[src/rtl/core/spm_pkg.sv]
// Shared constants and control types for the sparse polynomial merge-add core.
`default_nettype none
package spm_pkg;

    localparam int MAX_TERMS_DEF = 16;
    localparam int POW_W = 31;
    localparam int COEF_W = 32;
    localparam int KIND_W = 2;

    localparam logic [KIND_W-1:0] KIND_LOAD_A = 2'd0;
    localparam logic [KIND_W-1:0] KIND_LOAD_B = 2'd1;
    localparam logic [KIND_W-1:0] KIND_MERGE = 2'd2;

    typedef struct packed {
        logic load_a;
        logic load_b;
        logic emit_empty;
        logic begin_merge;
        logic step;
    } cmd_t;

    typedef struct packed {
        logic stores_empty;
        logic step_last;
    } status_t;

endpackage
`default_nettype wire

[src/rtl/core/spm_ctrl.sv]
// Controller state machine that sequences loads and the merge walk.
`default_nettype none
module spm_ctrl (
    input  wire logic                       clk,
    input  wire logic                       rst_n,
    input  wire logic                       start,
    input  wire logic [spm_pkg::KIND_W-1:0] kind,
    input  wire spm_pkg::status_t           status,
    output spm_pkg::cmd_t                   cmd,
    output logic                            busy
);

    localparam logic ST_IDLE = 1'b0;
    localparam logic ST_MERGE = 1'b1;

    logic state_reg;
    logic state_next;

    always_comb
    begin
        cmd = '0;
        state_next = state_reg;
        case (state_reg)
            ST_IDLE:
            begin
                if (start)
                begin
                    case (kind)
                        spm_pkg::KIND_LOAD_A: cmd.load_a = 1'b1;
                        spm_pkg::KIND_LOAD_B: cmd.load_b = 1'b1;
                        spm_pkg::KIND_MERGE:
                        begin
                            if (status.stores_empty)
                            begin
                                cmd.emit_empty = 1'b1;
                            end
                            else
                            begin
                                cmd.begin_merge = 1'b1;
                                state_next = ST_MERGE;
                            end
                        end
                        default: ;
                    endcase
                end
            end
            ST_MERGE:
            begin
                cmd.step = 1'b1;
                if (status.step_last)
                begin
                    state_next = ST_IDLE;
                end
            end
            default: state_next = ST_IDLE;
        endcase
    end

    always_ff @(posedge clk or negedge rst_n)
    begin
        if (!rst_n)
        begin
            state_reg <= ST_IDLE;
        end
        else
        begin
            state_reg <= state_next;
        end
    end

    assign busy = (state_reg == ST_MERGE);

endmodule
`default_nettype wire

[src/rtl/core/spm_dpath.sv]
// Datapath: term stores, fill counts, merge heads, comparator, adder and result registers.
`default_nettype none
module spm_dpath #(
    parameter int MAX_TERMS = spm_pkg::MAX_TERMS_DEF
) (
    input  wire logic                              clk,
    input  wire logic                              rst_n,
    input  wire spm_pkg::cmd_t                     cmd,
    input  wire logic [spm_pkg::POW_W-1:0]         term_power,
    input  wire logic signed [spm_pkg::COEF_W-1:0] term_coef,
    output spm_pkg::status_t                       status,
    output logic                                   strobe,
    output logic [spm_pkg::POW_W-1:0]              sum_power,
    output logic signed [spm_pkg::COEF_W-1:0]      sum_coef,
    output logic                                   valid_res,
    output logic                                   last,
    output logic                                   dropped
);

    localparam int CNT_W = $clog2(MAX_TERMS + 1);
    localparam int IDX_W = (MAX_TERMS > 1) ? $clog2(MAX_TERMS) : 1;
    localparam logic [CNT_W-1:0] CNT_MAX = CNT_W'(MAX_TERMS);

    logic [spm_pkg::POW_W-1:0]  a_pow_reg [MAX_TERMS];
    logic [spm_pkg::COEF_W-1:0] a_coef_reg [MAX_TERMS];
    logic [spm_pkg::POW_W-1:0]  b_pow_reg [MAX_TERMS];
    logic [spm_pkg::COEF_W-1:0] b_coef_reg [MAX_TERMS];

    logic [CNT_W-1:0] a_cnt_reg;
    logic [CNT_W-1:0] b_cnt_reg;
    logic [CNT_W-1:0] ia_reg;
    logic [CNT_W-1:0] ib_reg;
    logic [CNT_W-1:0] ia_next;
    logic [CNT_W-1:0] ib_next;
    logic             ovf_reg;
    logic             strobe_reg;

    logic [spm_pkg::POW_W-1:0]         sum_power_reg;
    logic signed [spm_pkg::COEF_W-1:0] sum_coef_reg;
    logic                              valid_res_reg;
    logic                              last_reg;
    logic                              dropped_reg;

    logic [spm_pkg::POW_W-1:0]  a_head_pow;
    logic [spm_pkg::COEF_W-1:0] a_head_coef;
    logic [spm_pkg::POW_W-1:0]  b_head_pow;
    logic [spm_pkg::COEF_W-1:0] b_head_coef;
    logic                       a_has;
    logic                       b_has;
    logic                       take_a;
    logic                       take_b;
    logic [spm_pkg::POW_W-1:0]  step_pow;
    logic [spm_pkg::COEF_W-1:0] step_coef;

    assign a_head_pow = a_pow_reg[ia_reg[IDX_W-1:0]];
    assign a_head_coef = a_coef_reg[ia_reg[IDX_W-1:0]];
    assign b_head_pow = b_pow_reg[ib_reg[IDX_W-1:0]];
    assign b_head_coef = b_coef_reg[ib_reg[IDX_W-1:0]];

    assign a_has = (ia_reg < a_cnt_reg);
    assign b_has = (ib_reg < b_cnt_reg);

    // Only the current heads are compared; an unsorted list is walked as given.
    always_comb
    begin
        take_a = a_has && (!b_has || (a_head_pow < b_head_pow));
        take_b = !take_a && (!a_has || (b_head_pow < a_head_pow));
        ia_next = ia_reg;
        ib_next = ib_reg;
        if (take_a)
        begin
            step_pow = a_head_pow;
            step_coef = a_head_coef;
            ia_next = ia_reg + CNT_W'(1);
        end
        else if (take_b)
        begin
            step_pow = b_head_pow;
            step_coef = b_head_coef;
            ib_next = ib_reg + CNT_W'(1);
        end
        else
        begin
            step_pow = b_head_pow;
            step_coef = a_head_coef + b_head_coef;
            ia_next = ia_reg + CNT_W'(1);
            ib_next = ib_reg + CNT_W'(1);
        end
    end

    assign status.stores_empty = (a_cnt_reg == '0) && (b_cnt_reg == '0);
    assign status.step_last = (ia_next >= a_cnt_reg) && (ib_next >= b_cnt_reg);

    always_ff @(posedge clk)
    begin
        if (cmd.load_a && (a_cnt_reg < CNT_MAX))
        begin
            a_pow_reg[a_cnt_reg[IDX_W-1:0]] <= term_power;
            a_coef_reg[a_cnt_reg[IDX_W-1:0]] <= term_coef;
        end
        if (cmd.load_b && (b_cnt_reg < CNT_MAX))
        begin
            b_pow_reg[b_cnt_reg[IDX_W-1:0]] <= term_power;
            b_coef_reg[b_cnt_reg[IDX_W-1:0]] <= term_coef;
        end
    end

    always_ff @(posedge clk)
    begin
        if (cmd.emit_empty)
        begin
            sum_power_reg <= '0;
            sum_coef_reg <= '0;
            valid_res_reg <= 1'b0;
            last_reg <= 1'b1;
            dropped_reg <= ovf_reg;
        end
        else if (cmd.step)
        begin
            sum_power_reg <= step_pow;
            sum_coef_reg <= step_coef;
            valid_res_reg <= 1'b1;
            last_reg <= status.step_last;
            dropped_reg <= ovf_reg;
        end
    end

    always_ff @(posedge clk or negedge rst_n)
    begin
        if (!rst_n)
        begin
            a_cnt_reg <= '0;
            b_cnt_reg <= '0;
            ia_reg <= '0;
            ib_reg <= '0;
            ovf_reg <= 1'b0;
            strobe_reg <= 1'b0;
        end
        else
        begin
            strobe_reg <= cmd.emit_empty || cmd.step;
            if (cmd.load_a)
            begin
                if (a_cnt_reg < CNT_MAX)
                begin
                    a_cnt_reg <= a_cnt_reg + CNT_W'(1);
                end
                else
                begin
                    ovf_reg <= 1'b1;
                end
            end
            if (cmd.load_b)
            begin
                if (b_cnt_reg < CNT_MAX)
                begin
                    b_cnt_reg <= b_cnt_reg + CNT_W'(1);
                end
                else
                begin
                    ovf_reg <= 1'b1;
                end
            end
            if (cmd.begin_merge)
            begin
                ia_reg <= '0;
                ib_reg <= '0;
            end
            if (cmd.emit_empty)
            begin
                ovf_reg <= 1'b0;
            end
            if (cmd.step)
            begin
                ia_reg <= ia_next;
                ib_reg <= ib_next;
                if (status.step_last)
                begin
                    a_cnt_reg <= '0;
                    b_cnt_reg <= '0;
                    ovf_reg <= 1'b0;
                end
            end
        end
    end

    assign strobe = strobe_reg;
    assign sum_power = sum_power_reg;
    assign sum_coef = sum_coef_reg;
    assign valid_res = valid_res_reg;
    assign last = last_reg;
    assign dropped = dropped_reg;

    a_empty_is_last: assert property (@(posedge clk) disable iff (!rst_n)
        (strobe_reg && !valid_res_reg) |-> last_reg)
        else $error("empty result not marked last");

    a_step_has_term: assert property (@(posedge clk) disable iff (!rst_n)
        cmd.step |-> (a_has || b_has))
        else $error("merge step with both stores exhausted");

    a_cleared_after_last: assert property (@(posedge clk) disable iff (!rst_n)
        (strobe_reg && last_reg) |-> ((a_cnt_reg == '0) && (b_cnt_reg == '0) && !ovf_reg))
        else $error("stores not emptied after final result");

    a_cnt_bound: assert property (@(posedge clk) disable iff (!rst_n)
        (a_cnt_reg <= CNT_MAX) && (b_cnt_reg <= CNT_MAX))
        else $error("fill count beyond store depth");

endmodule
`default_nettype wire

[src/rtl/core/sparse_poly_term_merge_add_core.sv]
// Top level of the sparse polynomial merge-add core: controller plus datapath.
// A load item (kind 0 or 1) keeps busy low and gives no result.
// A merge item gives one result per cycle, each step's result registered; busy is high while
// the merge walk runs, giving a_count + b_count - matched powers results, at most 2*MAX_TERMS.
// A merge of two empty stores gives one result the next cycle, with busy staying low.
// Results cannot be held off. Reset clears counts, drop flag and state; store contents are not reset.
`default_nettype none
module sparse_poly_term_merge_add_core #(
    parameter int MAX_TERMS = spm_pkg::MAX_TERMS_DEF
) (
    input  wire logic                              clk,
    input  wire logic                              rst_n,
    input  wire logic                              start,
    output logic                                   busy,
    input  wire logic [spm_pkg::KIND_W-1:0]        kind,
    input  wire logic [spm_pkg::POW_W-1:0]         term_power,
    input  wire logic signed [spm_pkg::COEF_W-1:0] term_coef,
    output logic                                   strobe,
    output logic [spm_pkg::POW_W-1:0]              sum_power,
    output logic signed [spm_pkg::COEF_W-1:0]      sum_coef,
    output logic                                   valid_res,
    output logic                                   last,
    output logic                                   dropped
);

    spm_pkg::cmd_t    cmd;
    spm_pkg::status_t status;

    spm_ctrl u_ctrl (
        .clk    (clk),
        .rst_n  (rst_n),
        .start  (start),
        .kind   (kind),
        .status (status),
        .cmd    (cmd),
        .busy   (busy)
    );

    spm_dpath #(
        .MAX_TERMS (MAX_TERMS)
    ) u_dpath (
        .clk        (clk),
        .rst_n      (rst_n),
        .cmd        (cmd),
        .term_power (term_power),
        .term_coef  (term_coef),
        .status     (status),
        .strobe     (strobe),
        .sum_power  (sum_power),
        .sum_coef   (sum_coef),
        .valid_res  (valid_res),
        .last       (last),
        .dropped    (dropped)
    );

endmodule
`default_nettype wire

[config.mk]
export PLATFORM = sky130hd
export DESIGN_NAME = sparse_poly_term_merge_add_core
export DESIGN_NICKNAME = d
export VERILOG_FILES = /design/src/rtl/core/spm_pkg.sv /design/src/rtl/core/spm_ctrl.sv /design/src/rtl/core/spm_dpath.sv /design/src/rtl/core/sparse_poly_term_merge_add_core.sv
export SDC_FILE = /design/constraint.sdc
export NUM_CORES = 2
export LEC_CHECK = 0
export ABC_AREA = 1
export BUFFER_PORTS_ARGS = -buffer_cell sky130_fd_sc_hd__buf_2
export CORE_MARGIN = 2
export CORE_UTILIZATION = 52
export DETAILED_ROUTE_END_ITERATION = 6
export PLACE_DENSITY_LB_ADDON = 0.05
export SYNTH_ARGS = -nofsm -noshare
export SYNTH_HDL_FRONTEND = slang
export SYNTH_SLANG_ARGS = --single-unit
export TNS_END_PERCENT = 10
[constraint.sdc]
create_clock -name clk -period 4.5 [get_ports clk]
set_input_delay 0 -clock clk [delete_from_list [all_inputs] [get_ports clk]]
set_output_delay 0 -clock clk [all_outputs]
set_load 0.01 [all_outputs]
* Yosys cells after proc, flatten, opt, wreduce, memory -nomap -nowiden
Memories as Yosys holds them, arrays and structs flattened.
Index checks and enable logic that the tools add are counted.
** Word-level totals
- Flip-flop bits (word level) :: 89
- Memory bits (writable) :: 2016
- Bits of input ports :: 68
- Output and inout bits :: 68
- Word-level logic and storage cells :: 91
- Memories :: 4
** Memory list
- u_dpath.a_coef_reg :: words 16, width 32, read ports 1, clocked after memory_dff 0, wr ports 1, RTL line spm_dpath.sv:25 : logic [spm_pkg::COEF_W-1:0] a_coef_reg [MAX_TERMS];
- u_dpath.b_coef_reg :: words 16, width 32, read ports 1, clocked after memory_dff 0, wr ports 1, RTL line spm_dpath.sv:27 : logic [spm_pkg::COEF_W-1:0] b_coef_reg [MAX_TERMS];
- u_dpath.a_pow_reg :: words 16, width 31, read ports 1, clocked after memory_dff 0, wr ports 1, RTL line spm_dpath.sv:24 : logic [spm_pkg::POW_W-1:0] a_pow_reg [MAX_TERMS];
- u_dpath.b_pow_reg :: words 16, width 31, read ports 1, clocked after memory_dff 0, wr ports 1, RTL line spm_dpath.sv:26 : logic [spm_pkg::POW_W-1:0] b_pow_reg [MAX_TERMS];
** Cells by class
- Add/sub/neg operators :: 5
- $lt $le $gt $ge :: 8
- Eq/ne operators :: 2
- Muxes and demuxes :: 42
- Bitwise gates (word level) :: 1
- Reduce and logical (&&, ||, !) cells :: 17
** Operator list (number)
- 5-bit two-way mux :: 14
- 32-bit two-way mux :: 2
- 31-bit less-than comparator :: 2
- 32-bit adder :: 1
- 31-bit two-way mux :: 1
- 1-bit two-way mux :: 21
- 5-bit by 1-bit adder with 5-bit output, second input constant :: 4
- 5-bit greater-or-equal comparator :: 2
- 5-bit logical NOT :: 2
- 5-bit less-than comparator :: 2
- 5-bit less-than comparator, second input constant :: 2
- 4-bit two-way mux :: 2
- 1-bit logical AND :: 6
- 2-bit nonzero test :: 2
- 1-bit logical NOT :: 3
- 1-bit logical OR :: 3
- 2-bit by 1-bit equality test with 1-bit output, second input constant :: 1
- 2-bit equality test, second input constant :: 1
- 2-bit logical NOT :: 1
- 2-bit two-way mux :: 1
- 1-bit case mux with 2 select lines :: 1
- 1-bit NOT :: 1

* Longest topological paths before layout
- Depth in word-level cells :: 12
- Depth in mapped cells :: 37
- Gate-level depth less buffers :: 32

* By module
From an unflattened synthesis, not the netlist that was laid out.
** Unflattened totals
- Cell total of the unflattened synthesis :: 7048
- Area total of the unflattened synthesis :: 86246.5 um^2
** By module, submodules not included
- spm_dpath :: instances 1, cells an instance 7030, area an instance 86147.6 um^2, seq. area each 62419.9 um^2
- spm_ctrl :: instances 1, cells an instance 18, area an instance 98.8 um^2, seq. area each 25.0 um^2

* Worst setup path before layout
Ideal clock, no wire load.
- Kind :: reg2reg
- From :: register u_ctrl.state_reg, in the netlist u_ctrl.busy
- To :: memory u_dpath.a_coef_reg[11][0] (netlist name) (enable)
- Arrival :: 4.070 ns
- Data required time :: 4.016 ns
- Path slack :: -0.054 ns
- Stages on the path, launching flop included :: 8
- Buffers on the path :: 0
- Cells stage by stage :: dfrtp_1 -> nor4_1 -> inv_1 -> nor2_1 -> inv_1 -> nor2_1 -> inv_1 -> nor2_1
** On the way
- Word-level cells in the longest chain between the ends :: 4
** Ends and longest elaborated chain
- from (decl) :: RTL line spm_ctrl.sv:16 : logic state_reg;
- from (signal assigned) :: RTL line spm_ctrl.sv:67 : state_reg <= state_next;
- 4-bit two-way mux :: RTL line spm_ctrl.sv:23 : case (state_reg)
- 1-bit logical AND :: RTL line spm_dpath.sv:96 : if (cmd.load_a && (a_cnt_reg < CNT_MAX))
- 1-bit two-way mux :: RTL line spm_dpath.sv:96
- 1-bit two-way mux (implied by the code) :: RTL line spm_dpath.sv:99 : a_coef_reg[a_cnt_reg[IDX_W-1:0]] <= term_coef;
- to (decl) :: RTL line spm_dpath.sv:25
Every way passes these cells.

* Worst setup path after layout
- From :: register u_dpath.ib_reg[0]
- To :: register u_dpath.b_cnt_reg[1]
** On the way
- Word-level cells in the longest chain between the ends :: 12
** Ends and longest elaborated chain
- from (decl) :: RTL line spm_dpath.sv:32 : logic [CNT_W-1:0] ib_reg;
- from (signal assigned) :: RTL line spm_dpath.sv:176 : ib_reg <= ib_next;
- memory 16 x 31 bit / 5-bit less-than comparator (equally long branches)
- 31-bit less-than comparator / 1-bit logical NOT (equally long branches) :: RTL line spm_dpath.sv:66 : take_a = a_has && (!b_has || (a_head_pow < b_head_pow));
- 1-bit logical OR :: RTL line spm_dpath.sv:66
- 1-bit logical AND :: RTL line spm_dpath.sv:66
- 1-bit logical NOT :: RTL line spm_dpath.sv:67 : take_b = !take_a && (!a_has || (b_head_pow < a_head_pow));
- 1-bit logical AND :: RTL line spm_dpath.sv:67
- 5-bit two-way mux :: RTL line spm_dpath.sv:76 : else if (take_b)
- 5-bit two-way mux :: RTL line spm_dpath.sv:70 : if (take_a)
- 5-bit greater-or-equal comparator :: RTL line spm_dpath.sv:92 : assign status.step_last = (ia_next >= a_cnt_reg) && (ib_next >= b_cnt_reg);
- 1-bit logical AND * :: RTL line spm_dpath.sv:92
- 5-bit two-way mux * :: RTL line spm_dpath.sv:177 : if (status.step_last)
- 5-bit two-way mux * :: RTL line spm_dpath.sv:173 : if (cmd.step)
- to (signal assigned) :: RTL line spm_dpath.sv:157 : b_cnt_reg <= b_cnt_reg + CNT_W'(1);
- to (decl) :: RTL line spm_dpath.sv:30 : logic [CNT_W-1:0] b_cnt_reg;
Every way passes the cells marked *; elsewhere a longest branch is shown, timed or not.
A chain may end at the register's enable or synchronous reset.

==> impl_metrics.yaml <==
run_status:
  outcome: "finished, violations left"
  violations: "negative setup slack"
clock_tree:
  clk_latency_ns: 0.86
  cts_tree: "done"
  numCtsBuffers: 210
  clock_sinks: 2105
  clk_pin_slew_ns: 0.06
  clk_path_buf_depth: 3
  htreeDepth: 4
  cts-root-buf: "clkbuf_16"
synth:
  synth-simple-area-share_pct: 10.4
  muxShareOfSynthArea_pct: 0
  async_reset_ff_share_pct: 1.09
  netlist_area_um2: 86200
  postSynthAreaPerCell_um2: 12.3
  ys_seq_elements: 2105
  synth_xor_area_share_pct: 0.234
  synth_ff_type: "edfxtp_1"
  yosysTopAreaCell: "edfxtp_1"
  yosysSeqAreaShare_pct: 72.4
  synthDistinctLibCells: 48
  synth_edf_count: 2017
  yosysWarnings: 0
  synth_nets: 7167
  synth_compound_area_share_pct: 12.0
  synth_top_family_by_area: "compound AO/OA/AOI/OAI gates"
  postSynthCellCount: 7008
  synth-adder-area-share_pct: 1.33
  synth_top_area_share_pct: 70.3
  synth_area_leaders: "edfxtp_1, o21ai_0, nor2_1"
routing:
  remaining_drc_errors: 0
  drt_iter0_markers: 7629
  firstDrtPassIters: 6
  route.detailed.wl_per_inst_um: 27.7
  avgViaCountPerCell: 6.06
  drt_wl_total_mm: 275
  route.vias.total: 60200
  ant_nets: 0
setup_path:
  cp.arrival_ns: 5.55
  cp_slowest_stage_delay_ns: 0.51
  cp-end-kind: "flop"
  path_max_fanout: 13
  crit_buf_inv: 10
  cp.required_ns: 5.25
  reg2reg_slack_ns: -0.30
  setup.worst_path.start_class: "flop"
  path_delay_family: "buffers and inverters"
  cp_common_cell: "inv_1"
  worst-setup-path-type: "flop to flop"
  crit_slowest_cell: "dfrtp_4"
sta:
  rsz0062_at_grt: "true"
  setup_violations: 13
  final_hold_viol_count: 0
  setup_slack_ns: -0.298
  min_period_ns: 4.80
  skew_ns: 0.0323
  max_slew_margin_pct: 35.4
  tightest_slew_ns: 0.969
  drv_slew: 0
  finalCritPeriodShare_pct: 107
  fmax_mhz: 208
  setup_tns_ns: -3.49
hold_path:
  min_path_type: "input port to flop"
flow_run:
  maxCapViolations: 0
pwr:
  max-vdd-ir-drop_uv: 1130
  cellLeakagePower_nw: 35.9
  powerDensity_nw_per_um2: 770
placement:
  place_area_um2: 92700
  portBuffers: 135
  gp_congestion: 0.913
  dp_hpwl_mm: 153
grt:
  antenna_found_initial: 13
  grt_overflow: 0
  grt_first_pass_wirelength_mm: 390
  grtUsageTotal_pct: 31.8
  grt_pass1_vias: 56200
  grt_max_degree: 140
finish:
  finalNetCount: 7716
  syn_to_final_growth_pct: 19.2
  fin_area_um2: 103000
  fillCellCount: 12900
  multiInputGateArea_um2: 22000
  regArea_um2: 62500
  drive_gt1_share_pct: 16.4
die:
  num_rows: 149
  start_util_pct: 52.3
  die_x_um: 411
  dieArea_um2: 169000
  ios: 136
  core_um2: 165000
  die_h_um: 411
==> Yosys cell counts (5+ instances only) <==
| cell type | n |
|---|---|
| edfxtp_1 | 2017 |
| nor2_1 | 1284 |
| o21ai_0 | 1027 |
| nand2_1 | 761 |
| o22ai_1 | 254 |
| clkbuf_1 | 247 |
| inv_1 | 231 |
| nand3_1 | 191 |
| a21oi_1 | 152 |
| o221ai_1 | 140 |
| buf_2 | 104 |
| ha_1 | 90 |
| a31oi_1 | 70 |
| o211ai_1 | 69 |
| dfxtp_1 | 65 |
| o21ai_1 | 52 |
| buf_4 | 37 |
| a22o_1 | 31 |
| buf_6 | 28 |
| buf_1 | 26 |
| dfrtp_1 | 23 |
| nand4_1 | 12 |
| nor3_1 | 12 |
| o21bai_1 | 12 |
| xor2_1 | 12 |
| xnor2_1 | 11 |
| and3_1 | 8 |
| inv_2 | 8 |
| nor4_1 | 5 |
==> report_power, final <==
group / total (W) / switching, W / internal (W)
Clock: 0.0176 / 0.00746 / 0.0102
Combinational: 0.0389 / 0.0240 / 0.0149
Sequential: 0.0227 / 0.000503 / 0.0222
==> final timing paths <==
path / cells after the start / startpoint / to
worst min register to register: 2 / u_dpath.sum_coef[18] / u_dpath.sum_coef[18]
min in group asynchronous: 4 / rst_n / u_dpath.strobe
worst max register to register: 30 / u_dpath.ib_reg[0] / u_dpath.b_cnt_reg[1]
max in group asynchronous: 4 / rst_n / u_dpath.ia_reg[2]
worst min-delay path: 2 / term_power[3] / u_dpath.b_pow_reg[10][3]
worst max-delay path: 30 / u_dpath.ib_reg[0] / u_dpath.b_cnt_reg[1]
==> cell usage in the layout (no fill, tap or decap), types with 40 or more instances in the layout <==
cell type and instances:
a21oi_1 146, a31oi_1 41, buf_12 96, buf_2 135, buf_4 410, clkbuf_1 41, clkbuf_16 225, clkinv_1 46
clkinv_2 40, dfxtp_1 65, dlygate4sd3_1 70, edfxtp_1 2017, ha_1 76, inv_1 215, nand2_1 736, nand3_1 185
nor2_1 1216, nor2_4 46, o211ai_1 69, o21ai_0 949, o21ai_1 104, o221ai_1 122, o22ai_1 251
==> metal layers <==
layer | up-vias | track usage (%) | share of wire, %
li1 | 26700 | - | -
met1 | 30000 | 45.8 | 41
met2 | 3019 | 49.7 | 46
met3 | 504 | 5.08 | 9.3
met4 | 8 | 10.7 | 3.6
met5 | - | 0.339 | 0.042
==> metrics by stage <==
step / power, W / setup slack, ns / hold WS, ns / cells / util [%]
2_1_floorplan: 0.0428 / -0.0543 / -0.296 / 7008 / -
3_3_place_gp: 0.0574 / -0.557 / 0.101 / 9390 / 56.3
3_5_place_dp: 0.0577 / -0.611 / 0.107 / 9390 / 56.3
4_1_cts: 0.0771 / -0.232 / 0.132 / 9888 / 61.6
5_1_grt: 0.0834 / -0.500 / 0.197 / 9927 / 62.4
6_report: 0.0792 / -0.298 / 0.186 / 9928 / 62.4
==> final cells by class <==
class / instances / area share [%]
multi-input cells: 4217 / 21.4
flip-flops and latches: 2105 / 60.8
clock inverters: 130 / 1.29
inverters: 240 / 0.962
repair buffers: 779 / 7.42
clock buffers: 262 / 5.42
repair inverters: 4 / 0.0414
diodes: 2 / 0.00487
well taps: 2189 / 2.66
==> logic make-up after synthesis <==
kind of cell             Yosys count
AO/OA/AOI/OAI                   1817
XOR/XNOR                          23
adder cells (fa/ha/maj)           91
buffers and inverters            686
flip-flops                      2105
AND/OR/NAND/NOR                 2286
==> what timing repair did <==
| item | CTS | global route |
|---|---|---|
| hold buffers | 71 | 0 |
| gates resized for setup | 174 | 208 |
| gates cloned | 11 | 15 |
| pin swaps | 42 | 53 |
| hold endpoints to repair | 2051 | 0 |
| setup buffers | 24 | 24 |
| endpoints found under the setup margin | 69 | 72 |
Power figures use the tool's default switching activity.
